**config.mk**
```make
export PLATFORM = sky130hd
export DESIGN_NAME = multi_channel_soft_timer_core
export DESIGN_NICKNAME = d
export VERILOG_FILES = /design/src/hw/rtl/mcst_pkg.sv /design/src/hw/rtl/mcst_entry_unit.sv /design/src/hw/rtl/multi_channel_soft_timer_core.sv
export SDC_FILE = /design/constraint.sdc
export NUM_CORES = 2
export LEC_CHECK = 0
export BUFFER_PORTS_ARGS = -buffer_cell sky130_fd_sc_hd__buf_2
export CORE_UTILIZATION = 45
export CTS_CLUSTER_DIAMETER = 150
export DETAILED_ROUTE_END_ITERATION = 16
export PLACE_DENSITY = 0.65
export SYNTH_ARGS = -nofsm -noshare
export SYNTH_HDL_FRONTEND = slang
export SYNTH_SLANG_ARGS = --single-unit
export TNS_END_PERCENT = 5
```
**constraint.sdc**
```tcl
create_clock -name clk -period 10.4 [get_ports clk]
set_clock_uncertainty 0.1 [all_clocks]
set_input_delay 1.56 -clock clk [delete_from_list [all_inputs] [get_ports clk]]
set_output_delay 1.56 -clock clk [all_outputs]
set_load 0.03 [all_outputs]
```
**src/hw/rtl/mcst_pkg.sv**
```systemverilog
package mcst_pkg;

    localparam int NUM_TIMERS_DEF = 16;
    localparam int NUM_LEVELS_DEF = 4;
    localparam int COUNT_BITS_DEF = 16;

    localparam int ID_W    = 4;
    localparam int VAL_W   = 16;
    localparam int REP_W   = 8;
    localparam int PRIO_W  = 8;
    localparam int LVL_W   = 2;
    localparam int LIM_W   = 5;
    localparam int PRE_W   = 16;
    localparam int CFG_IDX_W = 1;
    localparam int CFG_W   = 16;

    localparam logic [REP_W-1:0] REP_PERIODIC = 8'hFF;
    localparam logic [PRIO_W-1:0] PRIO_CRITICAL = 8'hFF;

    localparam logic [CFG_IDX_W-1:0] CFG_TIMER_LIMIT    = 1'd0;
    localparam logic [CFG_IDX_W-1:0] CFG_PRESCALE_VALUE = 1'd1;

    localparam logic [3:0] FN_ALLOC    = 4'd0;
    localparam logic [3:0] FN_START    = 4'd1;
    localparam logic [3:0] FN_PAUSE    = 4'd2;
    localparam logic [3:0] FN_CONTINUE = 4'd3;
    localparam logic [3:0] FN_RELOAD   = 4'd4;
    localparam logic [3:0] FN_PRIORITY = 4'd5;
    localparam logic [3:0] FN_SETREP   = 4'd6;
    localparam logic [3:0] FN_ADDREP   = 4'd7;
    localparam logic [3:0] FN_PRESCON  = 4'd8;
    localparam logic [3:0] FN_PRESCOFF = 4'd9;
    localparam logic [3:0] FN_RESIZE   = 4'd10;
    localparam logic [3:0] FN_OFF      = 4'd11;
    localparam logic [3:0] FN_STATUS   = 4'd12;
    localparam logic [3:0] FN_TICK     = 4'd13;
    localparam logic [3:0] FN_COLLECT  = 4'd14;

    typedef struct packed {
        logic [3:0]        func;
        logic [ID_W-1:0]   timer_id;
        logic [VAL_W-1:0]  value;
        logic [REP_W-1:0]  repeats;
        logic [PRIO_W-1:0] priority_req;
    } cmd_t;

    typedef struct packed {
        logic [ID_W-1:0]  id_out;
        logic             found;
        logic             enabled_out;
        logic             pending_out;
        logic             prescaled_out;
        logic [LVL_W-1:0] level_out;
        logic [REP_W-1:0] repeats_out;
        logic [VAL_W-1:0] reload_out;
        logic [VAL_W-1:0] count_out;
        logic             last;
    } result_t;

    // one timer entry as the shared update unit sees it
    typedef struct packed {
        logic             run;
        logic             pend;
        logic             pres;
        logic [LVL_W-1:0] level;
        logic [REP_W-1:0] rep;
        logic [31:0]      reload;
        logic [31:0]      count;
    } entry_t;

endpackage

```
**src/hw/rtl/mcst_entry_unit.sv**
```systemverilog
module mcst_entry_unit
    import mcst_pkg::*;
#(
    parameter int NUM_LEVELS = NUM_LEVELS_DEF,
    parameter int COUNT_BITS = COUNT_BITS_DEF
)
(
    input  logic [3:0]            func,
    input  logic [VAL_W-1:0]      value,
    input  logic [REP_W-1:0]      repeats,
    input  logic [PRIO_W-1:0]     priority_req,
    input  logic                  pre_zero,
    input  entry_t                cur,
    output entry_t                nxt
);

    logic [LVL_W-1:0]      clamp_lvl;
    logic [REP_W:0]        rep_sum;
    logic [COUNT_BITS-1:0] val_m;
    logic [COUNT_BITS-1:0] cnt_dec;
    logic [REP_W-1:0]      rep_dec;

    always_comb
    begin
        if (priority_req < PRIO_W'(NUM_LEVELS))
            clamp_lvl = LVL_W'(priority_req);
        else if (priority_req == PRIO_CRITICAL)
            clamp_lvl = '0;
        else
            clamp_lvl = LVL_W'(NUM_LEVELS - 1);
    end

    assign rep_sum = {1'b0, repeats} + {1'b0, cur.rep};
    assign val_m   = COUNT_BITS'(value);
    assign cnt_dec = cur.count[COUNT_BITS-1:0] - 1'b1;
    assign rep_dec = (cur.rep != '0) ? cur.rep - 1'b1 : cur.rep;

    always_comb
    begin
        nxt = cur;
        unique case (func)
            FN_ALLOC:
            begin
                nxt.level  = clamp_lvl;
                nxt.rep    = REP_PERIODIC;
                nxt.reload = 32'(val_m);
                nxt.count  = 32'(val_m);
                nxt.run    = 1'b0;
                nxt.pend   = 1'b0;
                nxt.pres   = 1'b0;
            end
            FN_START:
            begin
                nxt.count = cur.reload;
                if (repeats != '0)
                    nxt.rep = repeats;
                nxt.run = 1'b1;
            end
            FN_PAUSE:    nxt.run = 1'b0;
            FN_CONTINUE: nxt.run = 1'b1;
            FN_RELOAD:   nxt.count = cur.reload;
            FN_PRIORITY: nxt.level = clamp_lvl;
            FN_SETREP:
            begin
                if (repeats != '0)
                    nxt.rep = repeats;
            end
            FN_ADDREP:
            begin
                if (repeats != '0)
                    nxt.rep = rep_sum[REP_W] ? REP_PERIODIC : rep_sum[REP_W-1:0];
            end
            FN_PRESCON:  nxt.pres = 1'b1;
            FN_PRESCOFF: nxt.pres = 1'b0;
            FN_RESIZE:
            begin
                nxt.reload = 32'(val_m);
                nxt.count  = 32'(val_m);
            end
            FN_OFF:
            begin
                nxt.run   = 1'b0;
                nxt.count = cur.reload;
            end
            FN_TICK:
            begin
                if (cur.run)
                begin
                    if (cur.count[COUNT_BITS-1:0] == '0)
                    begin
                        nxt.pend  = 1'b1;
                        nxt.count = cur.reload;
                        if (cur.rep != REP_PERIODIC)
                        begin
                            nxt.rep = rep_dec;
                            if (rep_dec == '0)
                                nxt.run = 1'b0;
                        end
                    end
                    else if (!cur.pres || pre_zero)
                        nxt.count = 32'(cnt_dec);
                end
            end
            FN_COLLECT:
            begin
                if (cur.pend && (32'(cur.level) == 32'(priority_req)))
                    nxt.pend = 1'b0;
            end
            default: ;
        endcase
    end

endmodule

```
**src/hw/rtl/multi_channel_soft_timer_core.sv**
```systemverilog
// Single-entry commands: the command is captured in ST_IDLE and the result registered in ST_ONE.
// Tick and collect walk the allocated timers, one entry per cycle, in
// ST_WALK, then finish in ST_DONE; busy stays high throughout.
// Throughput: one command at a time; the next start is taken once busy falls.
// Results appear on result for one cycle under result_valid; the receiver cannot stall.
// Reset: asynchronous active-low rst_n clears all timers, limit 16, prescale 10.
module multi_channel_soft_timer_core
    import mcst_pkg::*;
#(
    parameter int NUM_TIMERS = NUM_TIMERS_DEF,
    parameter int NUM_LEVELS = NUM_LEVELS_DEF,
    parameter int COUNT_BITS = COUNT_BITS_DEF
)
(
    input  logic                 clk,
    input  logic                 rst_n,
    input  logic                 start,
    output logic                 busy,
    input  cmd_t                 cmd,
    output logic                 result_valid,
    output result_t              result,
    input  logic                 cfg_we,
    input  logic [CFG_IDX_W-1:0] cfg_index,
    input  logic [CFG_W-1:0]     cfg_data
);

    localparam int IW = (NUM_TIMERS > 1) ? $clog2(NUM_TIMERS) : 1;
    localparam int CW = $clog2(NUM_TIMERS + 1);

    localparam logic [1:0] ST_IDLE = 2'd0;
    localparam logic [1:0] ST_ONE  = 2'd1;
    localparam logic [1:0] ST_WALK = 2'd2;
    localparam logic [1:0] ST_DONE = 2'd3;

    // timer storage, one flop row per timer
    logic [COUNT_BITS-1:0] reload_reg [NUM_TIMERS];
    logic [COUNT_BITS-1:0] count_reg  [NUM_TIMERS];
    logic [REP_W-1:0]      rep_reg    [NUM_TIMERS];
    logic [LVL_W-1:0]      lvl_reg    [NUM_TIMERS];
    logic [NUM_TIMERS-1:0] run_reg, pend_reg, pres_reg;
    logic [CW-1:0]         alloc_reg;
    logic [PRE_W-1:0]      pre_cnt_reg;
    logic [LIM_W-1:0]      limit_reg;
    logic [PRE_W-1:0]      pre_val_reg;

    logic [1:0]   state_reg, state_next;
    cmd_t         cmd_reg;
    logic [CW-1:0] idx_reg;          // walk pointer
    logic [4:0]   nout_reg;          // results given in this collect
    logic         hold_valid_reg;    // a collect hit waits for its successor
    result_t      hold_reg;
    logic         rv_reg;
    result_t      res_reg;

    logic [IW-1:0] sel;
    entry_t        cur, nxt;
    logic          pre_zero;
    logic [PRE_W-1:0] pre_dec;
    logic          id_ok;
    logic [CW-1:0] lim_eff;
    result_t       stat;
    result_t       stat_last;
    result_t       hold_last;
    result_t       none_res;
    logic          walk_hit;

    assign busy = (state_reg != ST_IDLE);
    assign result_valid = rv_reg;
    assign result = res_reg;

    assign pre_dec  = pre_cnt_reg - 1'b1;
    // the walk runs after the counter has already advanced for this tick
    assign pre_zero = (pre_cnt_reg == '0);
    assign id_ok    = (32'(cmd_reg.timer_id) < NUM_TIMERS);
    assign lim_eff  = (32'(limit_reg) < NUM_TIMERS) ? CW'(limit_reg) : CW'(NUM_TIMERS);

    // pick the row that the shared unit works on
    always_comb
    begin
        if (state_reg == ST_WALK)
            sel = IW'(idx_reg);
        else if (cmd_reg.func == FN_ALLOC)
            sel = IW'(alloc_reg);
        else
            sel = IW'(cmd_reg.timer_id);
    end

    always_comb
    begin
        cur.run    = run_reg[sel];
        cur.pend   = pend_reg[sel];
        cur.pres   = pres_reg[sel];
        cur.level  = lvl_reg[sel];
        cur.rep    = rep_reg[sel];
        cur.reload = 32'(reload_reg[sel]);
        cur.count  = 32'(count_reg[sel]);
    end

    mcst_entry_unit #(
        .NUM_LEVELS (NUM_LEVELS),
        .COUNT_BITS (COUNT_BITS)
    ) u_unit (
        .func         (cmd_reg.func),
        .value        (cmd_reg.value),
        .repeats      (cmd_reg.repeats),
        .priority_req (cmd_reg.priority_req),
        .pre_zero     (pre_zero),
        .cur          (cur),
        .nxt          (nxt)
    );

    always_comb
    begin
        stat.id_out        = ID_W'(sel);
        stat.found         = 1'b1;
        stat.enabled_out   = cur.run;
        stat.pending_out   = cur.pend;
        stat.prescaled_out = cur.pres;
        stat.level_out     = cur.level;
        stat.repeats_out   = cur.rep;
        stat.reload_out    = VAL_W'(cur.reload);
        stat.count_out     = VAL_W'(cur.count);
        stat.last          = 1'b0;
    end

    // final-result variants: status or held hit marked last, and the empty answer
    always_comb
    begin
        stat_last      = stat;
        stat_last.last = 1'b1;
        hold_last      = hold_reg;
        hold_last.last = 1'b1;
        none_res       = '0;
        none_res.last  = 1'b1;
    end

    assign walk_hit = cur.pend && (32'(cur.level) == 32'(cmd_reg.priority_req))
                      && (nout_reg < 5'd16);

    always_comb
    begin
        state_next = state_reg;
        unique case (state_reg)
            ST_IDLE: if (start) state_next = ST_ONE;
            ST_ONE:
            begin
                if (cmd_reg.func == FN_TICK || cmd_reg.func == FN_COLLECT)
                    state_next = (alloc_reg == '0) ? ST_DONE : ST_WALK;
                else
                    state_next = ST_IDLE;
            end
            ST_WALK: if (idx_reg + 1'b1 >= alloc_reg) state_next = ST_DONE;
            ST_DONE: state_next = ST_IDLE;
            default: state_next = ST_IDLE;
        endcase
    end

    always_ff @(posedge clk or negedge rst_n)
    begin
        if (!rst_n)
        begin
            state_reg      <= ST_IDLE;
            run_reg        <= '0;
            pend_reg       <= '0;
            pres_reg       <= '0;
            alloc_reg      <= '0;
            pre_cnt_reg    <= PRE_W'(10);
            limit_reg      <= LIM_W'(16);
            pre_val_reg    <= PRE_W'(10);
            rv_reg         <= 1'b0;
            hold_valid_reg <= 1'b0;
            idx_reg        <= '0;
            nout_reg       <= '0;
            for (int i = 0; i < NUM_TIMERS; i++)
            begin
                reload_reg[i] <= '0;
                count_reg[i]  <= '0;
                rep_reg[i]    <= '0;
                lvl_reg[i]    <= '0;
            end
        end
        else
        begin
            state_reg <= state_next;
            rv_reg    <= 1'b0;
            if (cfg_we)
            begin
                unique case (cfg_index)
                    CFG_TIMER_LIMIT:    limit_reg   <= LIM_W'(cfg_data);
                    CFG_PRESCALE_VALUE: pre_val_reg <= cfg_data;
                    default: ;
                endcase
            end
            unique case (state_reg)
                ST_IDLE:
                begin
                    if (start)
                        cmd_reg <= cmd;
                    idx_reg        <= '0;
                    nout_reg       <= '0;
                    hold_valid_reg <= 1'b0;
                end
                ST_ONE:
                begin
                    if (cmd_reg.func == FN_ALLOC)
                    begin
                        rv_reg <= 1'b1;
                        if (alloc_reg < lim_eff)
                        begin
                            run_reg[sel]    <= nxt.run;
                            pend_reg[sel]   <= nxt.pend;
                            pres_reg[sel]   <= nxt.pres;
                            lvl_reg[sel]    <= nxt.level;
                            rep_reg[sel]    <= nxt.rep;
                            reload_reg[sel] <= COUNT_BITS'(nxt.reload);
                            count_reg[sel]  <= COUNT_BITS'(nxt.count);
                            alloc_reg       <= alloc_reg + 1'b1;
                            res_reg <= '{id_out: ID_W'(sel), found: 1'b1,
                                         enabled_out: nxt.run, pending_out: nxt.pend,
                                         prescaled_out: nxt.pres, level_out: nxt.level,
                                         repeats_out: nxt.rep,
                                         reload_out: VAL_W'(nxt.reload),
                                         count_out: VAL_W'(nxt.count), last: 1'b1};
                        end
                        else
                        begin
                            res_reg <= none_res;
                        end
                    end
                    else if (cmd_reg.func == FN_TICK)
                        pre_cnt_reg <= pre_dec;
                    else if (cmd_reg.func == FN_COLLECT)
                        ;
                    else if (cmd_reg.func == FN_STATUS)
                    begin
                        rv_reg <= 1'b1;
                        if (id_ok)
                        begin
                            res_reg <= stat_last;
                        end
                        else
                        begin
                            res_reg <= none_res;
                        end
                    end
                    else if (id_ok)
                    begin
                        // unused codes leave the entry as it is
                        run_reg[sel]    <= nxt.run;
                        pres_reg[sel]   <= nxt.pres;
                        lvl_reg[sel]    <= nxt.level;
                        rep_reg[sel]    <= nxt.rep;
                        reload_reg[sel] <= COUNT_BITS'(nxt.reload);
                        count_reg[sel]  <= COUNT_BITS'(nxt.count);
                    end
                end
                ST_WALK:
                begin
                    idx_reg <= idx_reg + 1'b1;
                    if (cmd_reg.func == FN_TICK)
                    begin
                        // prescale counter already advanced; pre_zero looks at it directly
                        run_reg[sel]   <= nxt.run;
                        pend_reg[sel]  <= nxt.pend;
                        rep_reg[sel]   <= nxt.rep;
                        count_reg[sel] <= COUNT_BITS'(nxt.count);
                    end
                    else if (walk_hit)
                    begin
                        pend_reg[sel] <= 1'b0;
                        nout_reg      <= nout_reg + 1'b1;
                        // emit the held hit; keep this one until the next is known
                        if (hold_valid_reg)
                        begin
                            rv_reg  <= 1'b1;
                            res_reg <= hold_reg;
                        end
                        hold_reg       <= stat;
                        hold_valid_reg <= 1'b1;
                    end
                end
                ST_DONE:
                begin
                    if (cmd_reg.func == FN_TICK)
                    begin
                        if (pre_cnt_reg == '0)
                            pre_cnt_reg <= pre_val_reg;
                    end
                    else
                    begin
                        rv_reg <= 1'b1;
                        if (hold_valid_reg)
                        begin
                            res_reg <= hold_last;
                        end
                        else
                        begin
                            res_reg <= none_res;
                        end
                    end
                end
                default: ;
            endcase
        end
    end

endmodule

```
==> insert_results.sql <==
INSERT INTO impl_metrics (metric_group, metric, value, unit) VALUES
('pwr', 'vdd_ir_drop_max', '157', 'uV'),
('placed_design', 'place.detailed.instances', '5158', ''),
('yosys', 'synth_edf_count', '140', ''),
('sta', 'slew_viol_final', '0', ''),
('setup_path', 'r2r_start', 'cmd_reg[39]', ''),
('sta', 'tightestPinTransition', '1.31', 'ns'),
('layout', 'post_route_cells_drive_above_1_share', '0.166', ''),
('clocking', 'clock_sinks', '916', ''),
('yosys', 'yosys_most_used_dff', 'dfrtp_1', ''),
('yosys', 'yosysTopAreaCellShare', '0.455', ''),
('die', 'height_of_the_chip', '309', 'um'),
('yosys', 'postSynthRegisterBits', '916', ''),
('sta', 'setup_viol', '0', ''),
('setup_path', 'reg2reg_depth', '12', ''),
('grt', 'grt_util_all_layers', '0.262', ''),
('die', 'placementRows', '112', ''),
('pwr', 'power.density', '294', 'nW/um^2'),
('layout', 'final_cell_count_no_fill', '5343', ''),
('clocking', 'cts_buffers', '97', ''),
('yosys', 'synth-seq-area-share', '0.557', ''),
('run', 'cap_violations', '0', ''),
('die', 'fp.dieArea', '95500', 'um^2'),
('pwr', 'cellLeakagePower', '20.0', 'nW'),
('yosys', 'async_reset_ff_frac', '0.847', ''),
('setup_path', 'required', '10.87', 'ns'),
('clocking', 'clock_latency', '0.69', 'ns'),
('placed_design', 'global_placement_routability_congestion', '0.961', ''),
('yosys', 'yosys.area.top_type', 'dfrtp_1', ''),
('setup_path', 'critPathCaptureType', 'flip-flop', ''),
('setup_path', 'critical_path_class', 'flip-flop to flip-flop', ''),
('setup_path', 'critPathArrivalTime', '8.40', 'ns'),
('sta', 'final_period_minus_worst_setup_slack', '7.93', 'ns'),
('yosys', 'synth_fp_nets', '4128', ''),
('clocking', 'cts.repair.resized', '0', ''),
('clocking', 'holdBufCountCts', '0', ''),
('grt', 'grt_antenna_before_repair', '5', ''),
('min_path', 'hp-start', 'lvl_reg[18]', ''),
('clocking', 'clock_root_buffer', 'clkbuf_16', ''),
('layout', 'final_net_count', '4094', ''),
('outcome', 'status', 'finished clean', ''),
('min_path', 'min-delay-path-class', 'flip-flop to flip-flop', ''),
('clocking', 'h-tree-depth', '3', ''),
('yosys', 'synthTopCellsByArea', 'dfrtp_1 (45%), edfxtp_1 (9.9%), o21ai_0 (8.7%)', ''),
('detailed_routing', 'post_drt_wl_per_cell', '23.0', 'um'),
('yosys', 'syn_avg_cell_area', '10.5', 'um^2'),
('setup_path', 'critical_path.endpoint', 'count_reg[71]', ''),
('setup_path', 'rr_endpoint', 'count_reg[71]', ''),
('die', 'fp.coreArea', '93300', 'um^2'),
('die', 'ioPinCount', '114', ''),
('sta', 'timing.final.hold_violations', '0', ''),
('setup_path', 'critical_path.startpoint_type', 'flip-flop', ''),
('yosys', 'synth_most_common_cell', 'nand2_1', ''),
('placed_design', 'port-buffer-count', '113', ''),
('detailed_routing', 'detail_route.first_pass.iterations', '6', ''),
('detailed_routing', 'drt-vias-per-instance', '5.89', ''),
('clocking', 'cts.repair_timing.setup_buffer_count', '0', ''),
('yosys', 'yosys_warnings', '0', ''),
('grt', 'grt-ovfl-total', '0', ''),
('detailed_routing', 'route.vias.total', '31500', ''),
('detailed_routing', 'post-route-drc-count', '0', ''),
('sta', 'slew_headroom', '0.122', ''),
('placed_design', 'placed_cell_area', '44000', 'um^2'),
('clocking', 'cts_tree', 'built', ''),
('setup_path', 'path_max_fanout', '49', ''),
('yosys', 'netlist_area', '42400', 'um^2'),
('grt', 'grt_first_pass_wirelength', '191000', 'um'),
('setup_path', 'cp-startpoint', 'cmd_reg[39]', ''),
('sta', 'rsz0062_at_grt', 'no', ''),
('detailed_routing', 'drtAntennaViolNets', '0', ''),
('sta', 'finalSetupTns', '0', 'ns'),
('detailed_routing', 'starting_drt_drc_count', '3357', '');
-- cell type report --
| cell class | count | area [um^2] |
|---|---|---|
| multi-input cells | 2740 | 17300 |
| fillers | 8311 | 45800 |
| inverters | 39 | 156 |
| clock inverters | 49 | 724 |
| repair buffers | 209 | 1320 |
| diodes | 4 | 10.0 |
| well taps | 1254 | 1570 |
| flip-flops and latches | 916 | 23600 |
| clock buffers | 132 | 2760 |
-- worst min path at each step --
stage | end | slack (ns) | cells after the start
detailed placement | run_reg[14] | 0.36 | 2
CTS | run_reg[14] | 0.38 | 2
global placement | count_reg[255] | 0.35 | 2
floorplan | count_reg[156] | 0.34 | 2
global route | count_reg[79] | 0.39 | 2
finish | lvl_reg[18] | 0.37 | 2
-- layout by cell type, fill, tap and decap left out, types with 51 or more instances in the layout --
cell type  synthesis  final
a21oi_1          110    110
o21ai_0          737    736
edfxtp_1         140    140
mux2_2            54     54
clkbuf_16          0     98
mux4_2           162    162
nand2_1          944    943
dfrtp_1          771    771
buf_4             20     94
buf_2             21    112
a22oi_1           51     51
nor2_1           115    115
-- per-stage QoR --
stage / setup WS [ns] / utilization / hold slack, ns / total power [mW]
after global routing: 2.00 / 0.509 / 0.390 / 14.8
final: 2.47 / 0.509 / 0.372 / 14.0
after CTS: 2.52 / 0.509 / 0.376 / 14.0
after detailed placement: 2.50 / 0.471 / 0.362 / 10.3
after global placement: 2.61 / 0.471 / 0.355 / 10.1
after floorplan: 2.12 / - / 0.342 / 8.73
-- layer usage --
layer  part of all wire  global-route usage  up-vias  wire length [um]
met1               0.42               0.357    15700             51800
met4              0.038               0.106        4              4630
li1                   -                   -    14300                 -
met5            0.00020                   0        -                24
met3              0.070              0.0418      251              8620
met2               0.47               0.419     1210             58000
-- cell families after synthesis --
logic type,count (synthesis),synth area share
mux,253,0.109
simple gates,1298,0.129
flops,916,0.557
compound gates,1137,0.152
fa+ha+maj,30,0.00903
xor+xnor,22,0.00454
buf+inv,381,0.0391
-- power by group --
part / internal (mW) / total, mW / switching (mW)
sequential: 4.94 / 5.59 / 0.657
combinational: 1.69 / 4.68 / 2.99
clock: 2.18 / 3.71 / 1.52
-- critical path: stages (launching register included) --
cell	delay [ns]
edfxtp_1	0.68
or4_4	0.90
mux2_8	0.53
inv_4	0.51
buf_4	0.66
mux4_2	0.61
a22oi_1	0.23
o221ai_1	0.61
or4_1	0.86
nor3_1	1.07
a221oi_1	0.18
o21a_1	0.37
mux2_2	0.36
No activity file was read; power rests on OpenSTA's default activity.
